$ cat src/vtk_pkg.sv
`timescale 1ns / 1ps
`default_nettype none
// ----------------------------------------------------------------------------
// vtk_pkg
// Shared types, codes and helpers of the vector table k-nearest search core.
// ----------------------------------------------------------------------------
package vtk_pkg;

  localparam int ID_W       = 32;
  localparam int DIST_W     = 38;
  localparam int ELEM_W     = 16;
  localparam int CNT_W      = 7;
  localparam int STAT_W     = 2;
  localparam int RESULT_CAP = 64;

  // operation codes
  localparam logic [1:0] OP_SET    = 2'd0;
  localparam logic [1:0] OP_GET    = 2'd1;
  localparam logic [1:0] OP_REMOVE = 2'd2;
  localparam logic [1:0] OP_QUERY  = 2'd3;

  // result status codes
  localparam logic [STAT_W-1:0] STAT_OK    = 2'd0;
  localparam logic [STAT_W-1:0] STAT_NONE  = 2'd1;
  localparam logic [STAT_W-1:0] STAT_FULL  = 2'd2;
  localparam logic [STAT_W-1:0] STAT_BADID = 2'd3;

  // register byte address
  localparam logic [1:0] REG_VLEN_ADDR = 2'd0;

  typedef enum logic [1:0] {
    EMIT_STATUS,
    EMIT_ELEM,
    EMIT_NEIGH
  } emit_kind_e;

  // controller to datapath
  typedef struct packed {
    logic              accept;
    logic              qbuf_wr;
    logic              id_rd;
    logic              id_wr;
    logic              id_zero;
    logic              vec_zero;
    logic              vec_rd;
    logic              copy_rd;
    logic              mac_issue;
    logic              mac_first;
    logic              mac_last;
    logic              sort_clear;
    logic              sort_insert;
    logic              sort_shift;
    logic              emit;
    emit_kind_e        emit_kind;
    logic [STAT_W-1:0] emit_status;
    logic              emit_last;
  } vtk_cmd_t;

  // datapath to controller
  typedef struct packed {
    logic in_id_zero;
    logic in_k_zero;
    logic id_match;
    logic id_free;
    logic dist_done;
    logic n_zero;
    logic n_one;
    logic out_free;
  } vtk_sts_t;

  // ordering of candidates: smaller distance first, then lower id
  function automatic logic vtk_better(input logic [DIST_W-1:0] d,
                                      input logic [ID_W-1:0]   id,
                                      input logic [DIST_W-1:0] od,
                                      input logic [ID_W-1:0]   oid);
    return (d < od) || ((d == od) && (id < oid));
  endfunction

endpackage
`default_nettype wire

$ cat src/vtk_ctrl.sv
`timescale 1ns / 1ps
`default_nettype none
// ----------------------------------------------------------------------------
// vtk_ctrl
// Controller: sequences clearing, slot lookup, vector copy, get, remove,
// search and result emission.
// ----------------------------------------------------------------------------
module vtk_ctrl #(
  parameter int SLOTS      = 64,
  parameter int MAX_LENGTH = 64
) (
  input  wire logic             clk_i,
  input  wire logic             rst_ni,
  input  wire logic [1:0]       op_i,
  input  wire logic             in_valid_i,
  output logic                  in_ready_o,
  input  wire logic [6:0]       len_i,
  input  vtk_pkg::vtk_sts_t     sts_i,
  output vtk_pkg::vtk_cmd_t     cmd_o,
  output logic [((SLOTS > 1) ? $clog2(SLOTS) : 1)-1:0]           slot_o,
  output logic [((MAX_LENGTH > 1) ? $clog2(MAX_LENGTH) : 1)-1:0] elem_o,
  output logic [((MAX_LENGTH > 1) ? $clog2(MAX_LENGTH) : 1)-1:0] pos_o,
  output logic [6:0]            occ_o
);

  import vtk_pkg::*;

  localparam int SW    = (SLOTS > 1) ? $clog2(SLOTS) : 1;
  localparam int EW    = (MAX_LENGTH > 1) ? $clog2(MAX_LENGTH) : 1;
  localparam int CW    = (EW + 1 > CNT_W) ? EW + 1 : CNT_W;
  localparam int ENT_W = $clog2(SLOTS + 1);

  localparam logic [4:0] S_CLEAR     = 5'd0;
  localparam logic [4:0] S_IDLE      = 5'd1;
  localparam logic [4:0] S_FIND_RD   = 5'd2;
  localparam logic [4:0] S_FIND_CHK  = 5'd3;
  localparam logic [4:0] S_SET_ID    = 5'd4;
  localparam logic [4:0] S_COPY      = 5'd5;
  localparam logic [4:0] S_REM_ID    = 5'd6;
  localparam logic [4:0] S_ZERO      = 5'd7;
  localparam logic [4:0] S_GET_RD    = 5'd8;
  localparam logic [4:0] S_GET_OUT   = 5'd9;
  localparam logic [4:0] S_SRCH_RD   = 5'd10;
  localparam logic [4:0] S_SRCH_CHK  = 5'd11;
  localparam logic [4:0] S_SRCH_MAC  = 5'd12;
  localparam logic [4:0] S_SRCH_WAIT = 5'd13;
  localparam logic [4:0] S_SRCH_END  = 5'd14;
  localparam logic [4:0] S_NB_OUT    = 5'd15;
  localparam logic [4:0] S_EMIT      = 5'd16;

  logic [4:0]        state_q, state_d;
  logic [SW-1:0]     slot_q, slot_d;
  logic [SW-1:0]     free_q, free_d;
  logic              have_free_q, have_free_d;
  logic [EW-1:0]     elem_q, elem_d;
  logic [EW-1:0]     pos_q, pos_d;
  logic [1:0]        op_q, op_d;
  logic [STAT_W-1:0] code_q, code_d;
  logic [ENT_W-1:0]  entry_q, entry_d;

  logic          accept;
  logic [CW-1:0] len_m1;
  logic          elem_last;
  logic          elem_end;
  logic          slot_last;

  assign in_ready_o = (state_q == S_IDLE);
  assign accept     = in_valid_i && in_ready_o;
  assign len_m1     = CW'(len_i) - CW'(1);
  assign elem_last  = (CW'(elem_q) == len_m1);
  assign elem_end   = (elem_q == EW'(MAX_LENGTH - 1));
  assign slot_last  = (slot_q == SW'(SLOTS - 1));

  // next state and commands
  always_comb begin
    state_d     = state_q;
    slot_d      = slot_q;
    free_d      = free_q;
    have_free_d = have_free_q;
    elem_d      = elem_q;
    pos_d       = pos_q;
    op_d        = op_q;
    code_d      = code_q;
    entry_d     = entry_q;
    cmd_o             = '0;
    cmd_o.emit_kind   = EMIT_STATUS;
    cmd_o.emit_status = STAT_OK;

    case (state_q)
      S_CLEAR: begin
        cmd_o.vec_zero = 1'b1;
        if (elem_q == '0) begin
          cmd_o.id_wr   = 1'b1;
          cmd_o.id_zero = 1'b1;
        end
        if (elem_end) begin
          elem_d = '0;
          if (slot_last) begin
            slot_d  = '0;
            state_d = S_IDLE;
          end else begin
            slot_d = slot_q + 1'b1;
          end
        end else begin
          elem_d = elem_q + 1'b1;
        end
      end

      S_IDLE: begin
        if (accept) begin
          cmd_o.accept = 1'b1;
          op_d         = op_i;
          slot_d       = '0;
          elem_d       = '0;
          have_free_d  = 1'b0;
          if (op_i inside {OP_GET, OP_REMOVE}) begin
            pos_d = '0;
            if (sts_i.in_id_zero) begin
              code_d  = STAT_BADID;
              state_d = S_EMIT;
            end else begin
              state_d = S_FIND_RD;
            end
          end else begin
            cmd_o.qbuf_wr = 1'b1;
            if (CW'(pos_q) + CW'(1) < CW'(len_i)) begin
              pos_d = pos_q + 1'b1;
            end else begin
              pos_d = '0;
              if (op_i == OP_SET) begin
                if (sts_i.in_id_zero) begin
                  code_d  = STAT_BADID;
                  state_d = S_EMIT;
                end else begin
                  state_d = S_FIND_RD;
                end
              end else if (sts_i.in_k_zero) begin
                code_d  = STAT_NONE;
                state_d = S_EMIT;
              end else begin
                cmd_o.sort_clear = 1'b1;
                state_d          = S_SRCH_RD;
              end
            end
          end
        end
      end

      S_FIND_RD: begin
        cmd_o.id_rd = 1'b1;
        state_d     = S_FIND_CHK;
      end

      S_FIND_CHK: begin
        if (sts_i.id_match) begin
          case (op_q)
            OP_SET:    state_d = S_COPY;
            OP_GET:    state_d = S_GET_RD;
            OP_REMOVE: state_d = S_REM_ID;
            default:   state_d = S_IDLE;
          endcase
        end else begin
          if (sts_i.id_free && !have_free_q) begin
            free_d      = slot_q;
            have_free_d = 1'b1;
          end
          if (slot_last) begin
            if (op_q != OP_SET) begin
              code_d  = STAT_NONE;
              state_d = S_EMIT;
            end else if (have_free_q || sts_i.id_free) begin
              slot_d  = have_free_q ? free_q : slot_q;
              state_d = S_SET_ID;
            end else begin
              code_d  = STAT_FULL;
              state_d = S_EMIT;
            end
          end else begin
            slot_d  = slot_q + 1'b1;
            state_d = S_FIND_RD;
          end
        end
      end

      S_SET_ID: begin
        cmd_o.id_wr = 1'b1;
        entry_d     = entry_q + 1'b1;
        state_d     = S_COPY;
      end

      // query buffer into the slot's vector
      S_COPY: begin
        cmd_o.copy_rd = 1'b1;
        if (elem_last) begin
          elem_d  = '0;
          code_d  = STAT_OK;
          state_d = S_EMIT;
        end else begin
          elem_d = elem_q + 1'b1;
        end
      end

      S_REM_ID: begin
        cmd_o.id_wr   = 1'b1;
        cmd_o.id_zero = 1'b1;
        if (entry_q != '0) begin
          entry_d = entry_q - 1'b1;
        end
        state_d = S_ZERO;
      end

      // zero the whole vector of a removed slot
      S_ZERO: begin
        cmd_o.vec_zero = 1'b1;
        if (elem_end) begin
          elem_d  = '0;
          code_d  = STAT_OK;
          state_d = S_EMIT;
        end else begin
          elem_d = elem_q + 1'b1;
        end
      end

      S_GET_RD: begin
        cmd_o.vec_rd = 1'b1;
        state_d      = S_GET_OUT;
      end

      S_GET_OUT: begin
        if (sts_i.out_free) begin
          cmd_o.emit      = 1'b1;
          cmd_o.emit_kind = EMIT_ELEM;
          cmd_o.emit_last = elem_last;
          if (elem_last) begin
            elem_d  = '0;
            state_d = S_IDLE;
          end else begin
            elem_d  = elem_q + 1'b1;
            state_d = S_GET_RD;
          end
        end
      end

      S_SRCH_RD: begin
        cmd_o.id_rd = 1'b1;
        state_d     = S_SRCH_CHK;
      end

      S_SRCH_CHK: begin
        if (sts_i.id_free) begin
          if (slot_last) begin
            state_d = S_SRCH_END;
          end else begin
            slot_d  = slot_q + 1'b1;
            state_d = S_SRCH_RD;
          end
        end else begin
          elem_d  = '0;
          state_d = S_SRCH_MAC;
        end
      end

      // one element of the slot's distance per cycle
      S_SRCH_MAC: begin
        cmd_o.mac_issue = 1'b1;
        cmd_o.mac_first = (elem_q == '0);
        cmd_o.mac_last  = elem_last;
        if (elem_last) begin
          elem_d  = '0;
          state_d = S_SRCH_WAIT;
        end else begin
          elem_d = elem_q + 1'b1;
        end
      end

      S_SRCH_WAIT: begin
        if (sts_i.dist_done) begin
          cmd_o.sort_insert = 1'b1;
          if (slot_last) begin
            state_d = S_SRCH_END;
          end else begin
            slot_d  = slot_q + 1'b1;
            state_d = S_SRCH_RD;
          end
        end
      end

      S_SRCH_END: begin
        if (sts_i.n_zero) begin
          code_d  = STAT_NONE;
          state_d = S_EMIT;
        end else begin
          state_d = S_NB_OUT;
        end
      end

      S_NB_OUT: begin
        if (sts_i.out_free) begin
          cmd_o.emit       = 1'b1;
          cmd_o.emit_kind  = EMIT_NEIGH;
          cmd_o.emit_last  = sts_i.n_one;
          cmd_o.sort_shift = 1'b1;
          if (sts_i.n_one) begin
            state_d = S_IDLE;
          end
        end
      end

      S_EMIT: begin
        if (sts_i.out_free) begin
          cmd_o.emit        = 1'b1;
          cmd_o.emit_status = code_q;
          cmd_o.emit_last   = 1'b1;
          state_d           = S_IDLE;
        end
      end

      default: begin
        state_d = S_IDLE;
      end
    endcase
  end

  // control registers
  always_ff @(posedge clk_i or negedge rst_ni) begin
    if (!rst_ni) begin
      state_q     <= S_CLEAR;
      slot_q      <= '0;
      free_q      <= '0;
      have_free_q <= 1'b0;
      elem_q      <= '0;
      pos_q       <= '0;
      op_q        <= OP_SET;
      code_q      <= STAT_OK;
      entry_q     <= '0;
    end else begin
      state_q     <= state_d;
      slot_q      <= slot_d;
      free_q      <= free_d;
      have_free_q <= have_free_d;
      elem_q      <= elem_d;
      pos_q       <= pos_d;
      op_q        <= op_d;
      code_q      <= code_d;
      entry_q     <= entry_d;
    end
  end

  assign slot_o = slot_q;
  assign elem_o = elem_q;
  assign pos_o  = pos_q;
  assign occ_o  = CNT_W'(entry_q);

  // a result is only loaded into a free output register
  a_emit_free: assert property (@(posedge clk_i) disable iff (!rst_ni)
    cmd_o.emit |-> sts_i.out_free)
    else $error("result loaded into a busy output register");

  // insertion only with a finished distance
  a_insert_done: assert property (@(posedge clk_i) disable iff (!rst_ni)
    cmd_o.sort_insert |-> sts_i.dist_done)
    else $error("best list insertion without a finished distance");

  // occupancy never exceeds the table size
  a_entry_range: assert property (@(posedge clk_i) disable iff (!rst_ni)
    entry_q <= ENT_W'(SLOTS))
    else $error("occupied count beyond table size");

endmodule
`default_nettype wire

$ cat config.mk
export PLATFORM = sky130hd
export DESIGN_NAME = vtk_ctrl
export DESIGN_NICKNAME = d
export VERILOG_FILES = /design/src/vtk_pkg.sv /design/src/vtk_ctrl.sv
export SDC_FILE = /design/constraint.sdc
export NUM_CORES = 1
export LEC_CHECK = 0
export ABC_AREA = 1
export BUFFER_PORTS_ARGS = -buffer_cell sky130_fd_sc_hd__buf_2
export CORE_ASPECT_RATIO = 2
export CORE_MARGIN = 1
export CORE_UTILIZATION = 34
export CTS_BUF_LIST = sky130_fd_sc_hd__clkbuf_4 sky130_fd_sc_hd__clkbuf_8 sky130_fd_sc_hd__clkbuf_16
export CTS_CLUSTER_SIZE = 20
export DETAILED_ROUTE_END_ITERATION = 10
export SYNTH_ARGS = -nofsm -noshare
export SYNTH_HDL_FRONTEND = slang
export SYNTH_SLANG_ARGS = --single-unit
$ cat constraint.sdc
create_clock -name clk_i -period 3.17 [get_ports clk_i]
set_clock_uncertainty 0.15 [all_clocks]
set_input_delay 0.1585 -clock clk_i [delete_from_list [all_inputs] [get_ports clk_i]]
set_output_delay 0.1585 -clock clk_i [all_outputs]
set_load 0.02 [all_outputs]
### After elaboration in Yosys (flattened, before gate mapping)

Index checks and enable logic that the tools add are counted.

* add/subtract/negate cells: 7
* multipliers: 0
* div/mod/pow operators: 0
* order comparisons: 1
* equality and inequality tests: 47
* shift operators: 0
* muxes and demuxes: 95
* bitwise gates (word level): 1
* reductions and logical operators: 28

Operators with widths (count)
* two-way mux 5 bit: 22
* two-way mux 6 bit: 17
* one-hot mux 5 bit (17 select lines): 1
* one-hot mux 6 bit (5 select lines): 2
* equality test 5 x 4 -> 1 bit, second input constant: 8
* two-way mux 2 bit: 17
* != test 2 bit, second input constant: 17
* equality test 5 x 3 -> 1 bit, second input constant: 4
* two-way mux 1 bit: 20
* adder 6 x 1 -> 6 bit, second input constant: 3
* != test 3 bit, second input constant: 5
* nonzero test 5 bit: 3
* one-hot mux 7 bit (2 select lines): 1
* subtractor 7 x 1 -> 7 bit, second input constant: 2
* equality test 6 bit, second input constant: 2
* two-way mux 3 bit: 4
* one-hot mux 4 bit (3 select lines): 1
* AND reduction 12 bit: 1
* equality test 5 x 2 -> 1 bit, second input constant: 2
* one-hot mux 2 bit (5 select lines): 1
* AND reduction 10 bit: 1
* AND reduction 9 bit: 1
* two-way mux 4 bit: 2
* AND reduction 4 bit: 2
* 26 further kinds: 40

* bits in registers: 41
* latch bits: 0
* RAM bits: 0
* memory bits (read-only): 0
* input port bits: 20
* output and inout bits: 46
* word-level logic and storage cells: 188
* memories: 0

### Depth between registers and ports, before layout

* depth in word-level cells: 6
* gate-level depth with buffers: 16
* mapped depth without buffers: 16

### Worst setup path before layout

OpenSTA, ideal clock, no wires.

* path kind: flip-flop to flip-flop
* start point: register state_q[1]
* end point: register entry_q[6], in the netlist occ_o[6]
* library setup time: 129 ps
* arrival time: 2253 ps
* data required time: 2891 ps
* path slack: 637 ps
* cell stages (with the launch flop): 14
* buffers on the path: 0
* period minus slack after synthesis: 2533 ps
* path through: dfrtp_1 > inv_1 > nor2_2 > inv_1 > nor2_1 > inv_1 > fa_1 > o21ai_0 > nand2_1 > nand2_1 > a21oi_1 > or2_2 > nand3_1 > xnor2_1

* longest elaborated chain between the ends: 3
* elaborated cells between the ends (all ways): 6
* those cells by class: 3 x eq/ne; 1 x mux; 2 x reduce/logical

RTL lines
* from (decl): line vtk_ctrl.sv:51 `logic [4:0] state_q, state_d;`
* from (signal assigned): line vtk_ctrl.sv:337 `state_q <= state_d;`
* equality test 5 x 3 -> 1 bit: line vtk_ctrl.sv:89 `case (state_q)`
* != test 2 bit (no source line) or nonzero test 2 bit (tied branches)
* AND reduction 2 bit (no source line)
* to (signal assigned): line vtk_ctrl.sv:345 `entry_q <= entry_d;`
* to (decl): line vtk_ctrl.sv:59 `logic [ENT_W-1:0] entry_q, entry_d;`

Several ways; a longest one is shown, not always the timed one.
A chain may end at the register's enable or synchronous reset.

==> results.py <==
metrics = {
    "sta": {
        "fin_crit_ns": 2.87,
        "setup_viol_count_final": 0,
        "finalHoldViolations": 0,
        "whs_ns": 0.124,
        "maxSlewHeadroom": 0.357,
        "maxSlewViolCount": 0,
        "worstMarginPinSlew_ns": 0.964,
        "fin_ws_ns": 0.297,
        "rsz0062_at_grt": "no",
        "finalCritPeriodShare": 0.906,
        "tns_ns": 0,
        "maxClockFrequency_ghz": 0.348,
    },
    "cts": {
        "cts.clk_slew.worst_paths_ns": 0.06,
        "ctsHtreeMaxLevel": 2,
        "cts_max_path_buffers": 2,
        "clk_latency_ns": 0.29,
        "cts_setup_buffers": 0,
        "cts_hold_buf": 3,
        "ctsResizeCount": 0,
        "clkSinkCount": 41,
        "cts_buffers": 5,
        "cts_root_buffer": "clkbuf_16",
        "cts_tree": "yes",
    },
    "placement": {
        "place_hpwl_mm": 8.68,
        "portBuffers": 65,
        "dpl_cell_area_um2": 3970,
        "gp_congestion": 0.958,
        "pre_cts_ws_ns": 0.598,
        "dp_cells": 712,
    },
    "worst_setup_path": {
        "crit_top_cell": "ha_1",
        "cp_cell_sequence": "ha_1, nand3_1, xor2_1, inv_1, ha_1, nand4_1, a21o_1, nand2_1, nor3b_1, buf_2",
        "cp_max_fo": 6,
        "critical_path_class": "reg2out",
        "crit_required_ns": 2.86,
        "slowest_stage": "dfrtp_1",
        "startpoint_type": "flop",
        "cp.arrival_ns": 2.56,
        "slowest_delay_ns": 0.43,
        "critPathCaptureType": "output port",
    },
    "grt": {
        "grt_overflow": 0,
        "grt_first_pass_wirelength_mm": 17.0,
        "antenna_found_initial": 0,
        "grt_max_degree": 42,
        "grt.total_usage": 0.209,
        "grt_pass1_vias": 3604,
    },
    "final_layout": {
        "stdcell_count": 723,
        "final_util": 0.416,
        "area_growth_pct": 19.5,
        "layout.nets": 630,
        "final_area_um2": 4170,
        "mostFrequentLayoutCells": "nand2_1 (115), inv_1 (78), buf_2 (65), nor2_1 (55), nand3_1 (50)",
        "drive_gt1_frac": 0.182,
        "n_antenna_cell": 0,
        "fillerInstances": 1101,
        "mostFrequentLayoutCell": "nand2_1",
    },
    "die": {
        "ios": 66,
        "rows": 52,
        "die_h_um": 145,
        "coreArea_um2": 10000,
        "start_util": 0.349,
        "die_width_um": 73.7,
        "dieArea_um2": 10700,
    },
    "run_status": {
        "outcome": "finished clean",
    },
    "logic_synthesis": {
        "synthDistinctLibCells": 43,
        "yosysSeqAreaShare": 0.294,
        "synth_top_flop_cell": "dfrtp_1",
        "syn_nets": 557,
        "postSynthCellCount": 514,
        "synth_area_um2": 3490,
        "synth_warnings": 0,
        "synth_area_per_cell_um2": 6.79,
        "synth-async-reset-ratio": 1.00,
        "synth_edf_count": 0,
        "ys_ff_latch": 41,
    },
    "route": {
        "wl_per_cell_um": 14.6,
        "drt_first_pass_iters": 4,
        "wirelength_mm": 10.6,
        "via_per_inst": 5.03,
        "route.vias.total": 3640,
        "drc": 0,
        "detail-route-antenna-nets": 0,
        "drt_iter0_markers": 124,
    },
    "flow_run": {
        "maxCapViolCount": 0,
    },
    "pwr": {
        "finalPower_mw": 2.62,
        "p_leak_nw": 2.22,
        "powerDensity_nw_per_um2": 628,
        "vdd_drop_max_mv": 0.424,
    },
    "hold_path": {
        "hp-class": "in2reg",
    },
}
## path summary, 6_finish.rpt
path	startpoint	to	slack [ns]	cells after the start
max	pos_o[0]$_DFFE_PN0P_	cmd_o[8]	0.30	10
min	sts_i[0]	state_q[4]$_DFFE_PN0P_	0.12	4
max reg2reg	state_q[1]$_DFFE_PN0P_	occ_o[6]$_DFFE_PN0P_	0.59	13
min reg2reg	free_q[5]$_DFFE_PN0P_	free_q[5]$_DFFE_PN0P_	0.35	2
max in group asynchronous	rst_ni	pos_o[5]$_DFFE_PN0P_	1.86	2
min in group asynchronous	rst_ni	state_q[2]$_DFFE_PN0P_	0.41	2
## cells by family (layout without fill, tap and decap cells)
| family | Yosys count | count (layout) | share of synthesized area |
|---|---|---|---|
| AO/OA/AOI/OAI | 74 | 74 | 0.121 |
| XOR/XNOR | 17 | 17 | 0.0426 |
| adder cells (fa/ha/maj) | 23 | 23 | 0.0846 |
| buffers and inverters | 91 | 165 | 0.104 |
| flip-flops | 41 | 41 | 0.294 |
| AND/OR/NAND/NOR | 268 | 268 | 0.353 |
## metal layers
| layer | global-route usage | routed length (um) | up-vias |
|---|---|---|---|
| li1 | - | - | 1820 |
| met1 | 0.209 | 3880 | 1671 |
| met2 | 0.380 | 5680 | 109 |
| met3 | 0.0299 | 406 | 40 |
| met4 | 0.136 | 605 | 0 |
| met5 | 0 | 0 | - |
## layout make-up
| cell class | instances | area (um^2) | area share |
|---|---|---|---|
| clock buffer | 6 | 139 | 0.0333 |
| clock inverter | 2 | 37.5 | 0.00900 |
| inverter | 87 | 329 | 0.0789 |
| multi-input combinational | 382 | 2100 | 0.504 |
| sequential | 41 | 1030 | 0.246 |
| tap | 135 | 169 | 0.0405 |
| timing repair buffer | 70 | 370 | 0.0888 |
## registers in the layout, summed over array words and instances, names as in the netlist
name         cells
code_q           2
elem_o           6
free_q           6
have_free_q      1
occ_o            7
op_q             2
pos_o            6
slot_o           6
state_q          5
## critical path: cells and delay by family (launching register included)
family                     cells  cell delay, ns
and+or+nand+nor                4            0.62
adders and majority gates      2            0.55
xor gates and xnor gates       1            0.21
buffers and inverters          2            0.28
DFF                            1            0.43
AOI/OAI and AO/OA              1            0.19
## power by group
part	total [mW]	switching (mW)	internal (mW)	leakage [nW]
clock network	0.618	0.225	0.393	0.0831
registers	0.839	0.184	0.654	0.529
logic	1.16	0.736	0.427	1.61
total	2.62	1.15	1.47	2.22
## cell usage after synthesis, types with 2 or more instances
library cell	number	share of area
nor2_8	2	0.011
inv_1	78	0.084
xor2_1	10	0.025
nor3_1	7	0.010
ha_1	22	0.079
nor4_1	2	0.0036
nand2_2	2	0.0036
buf_6	2	0.0064
o21ai_0	23	0.033
dfrtp_1	41	0.29
nand3_2	3	0.0086
nand2_1	115	0.12
o211ai_1	5	0.011
o31ai_1	3	0.0064
xnor2_1	7	0.018
nor2_2	9	0.016
clkinv_1	2	0.0022
nand3_1	50	0.072
nor2_1	55	0.059
inv_2	6	0.0064
o21ai_2	2	0.0050
or2_2	3	0.0054
o21ai_1	12	0.017
o22ai_1	3	0.0054
nor2_4	2	0.0064
nand4_1	13	0.023
a21oi_1	19	0.027
Power figures use the tool's default switching activity.
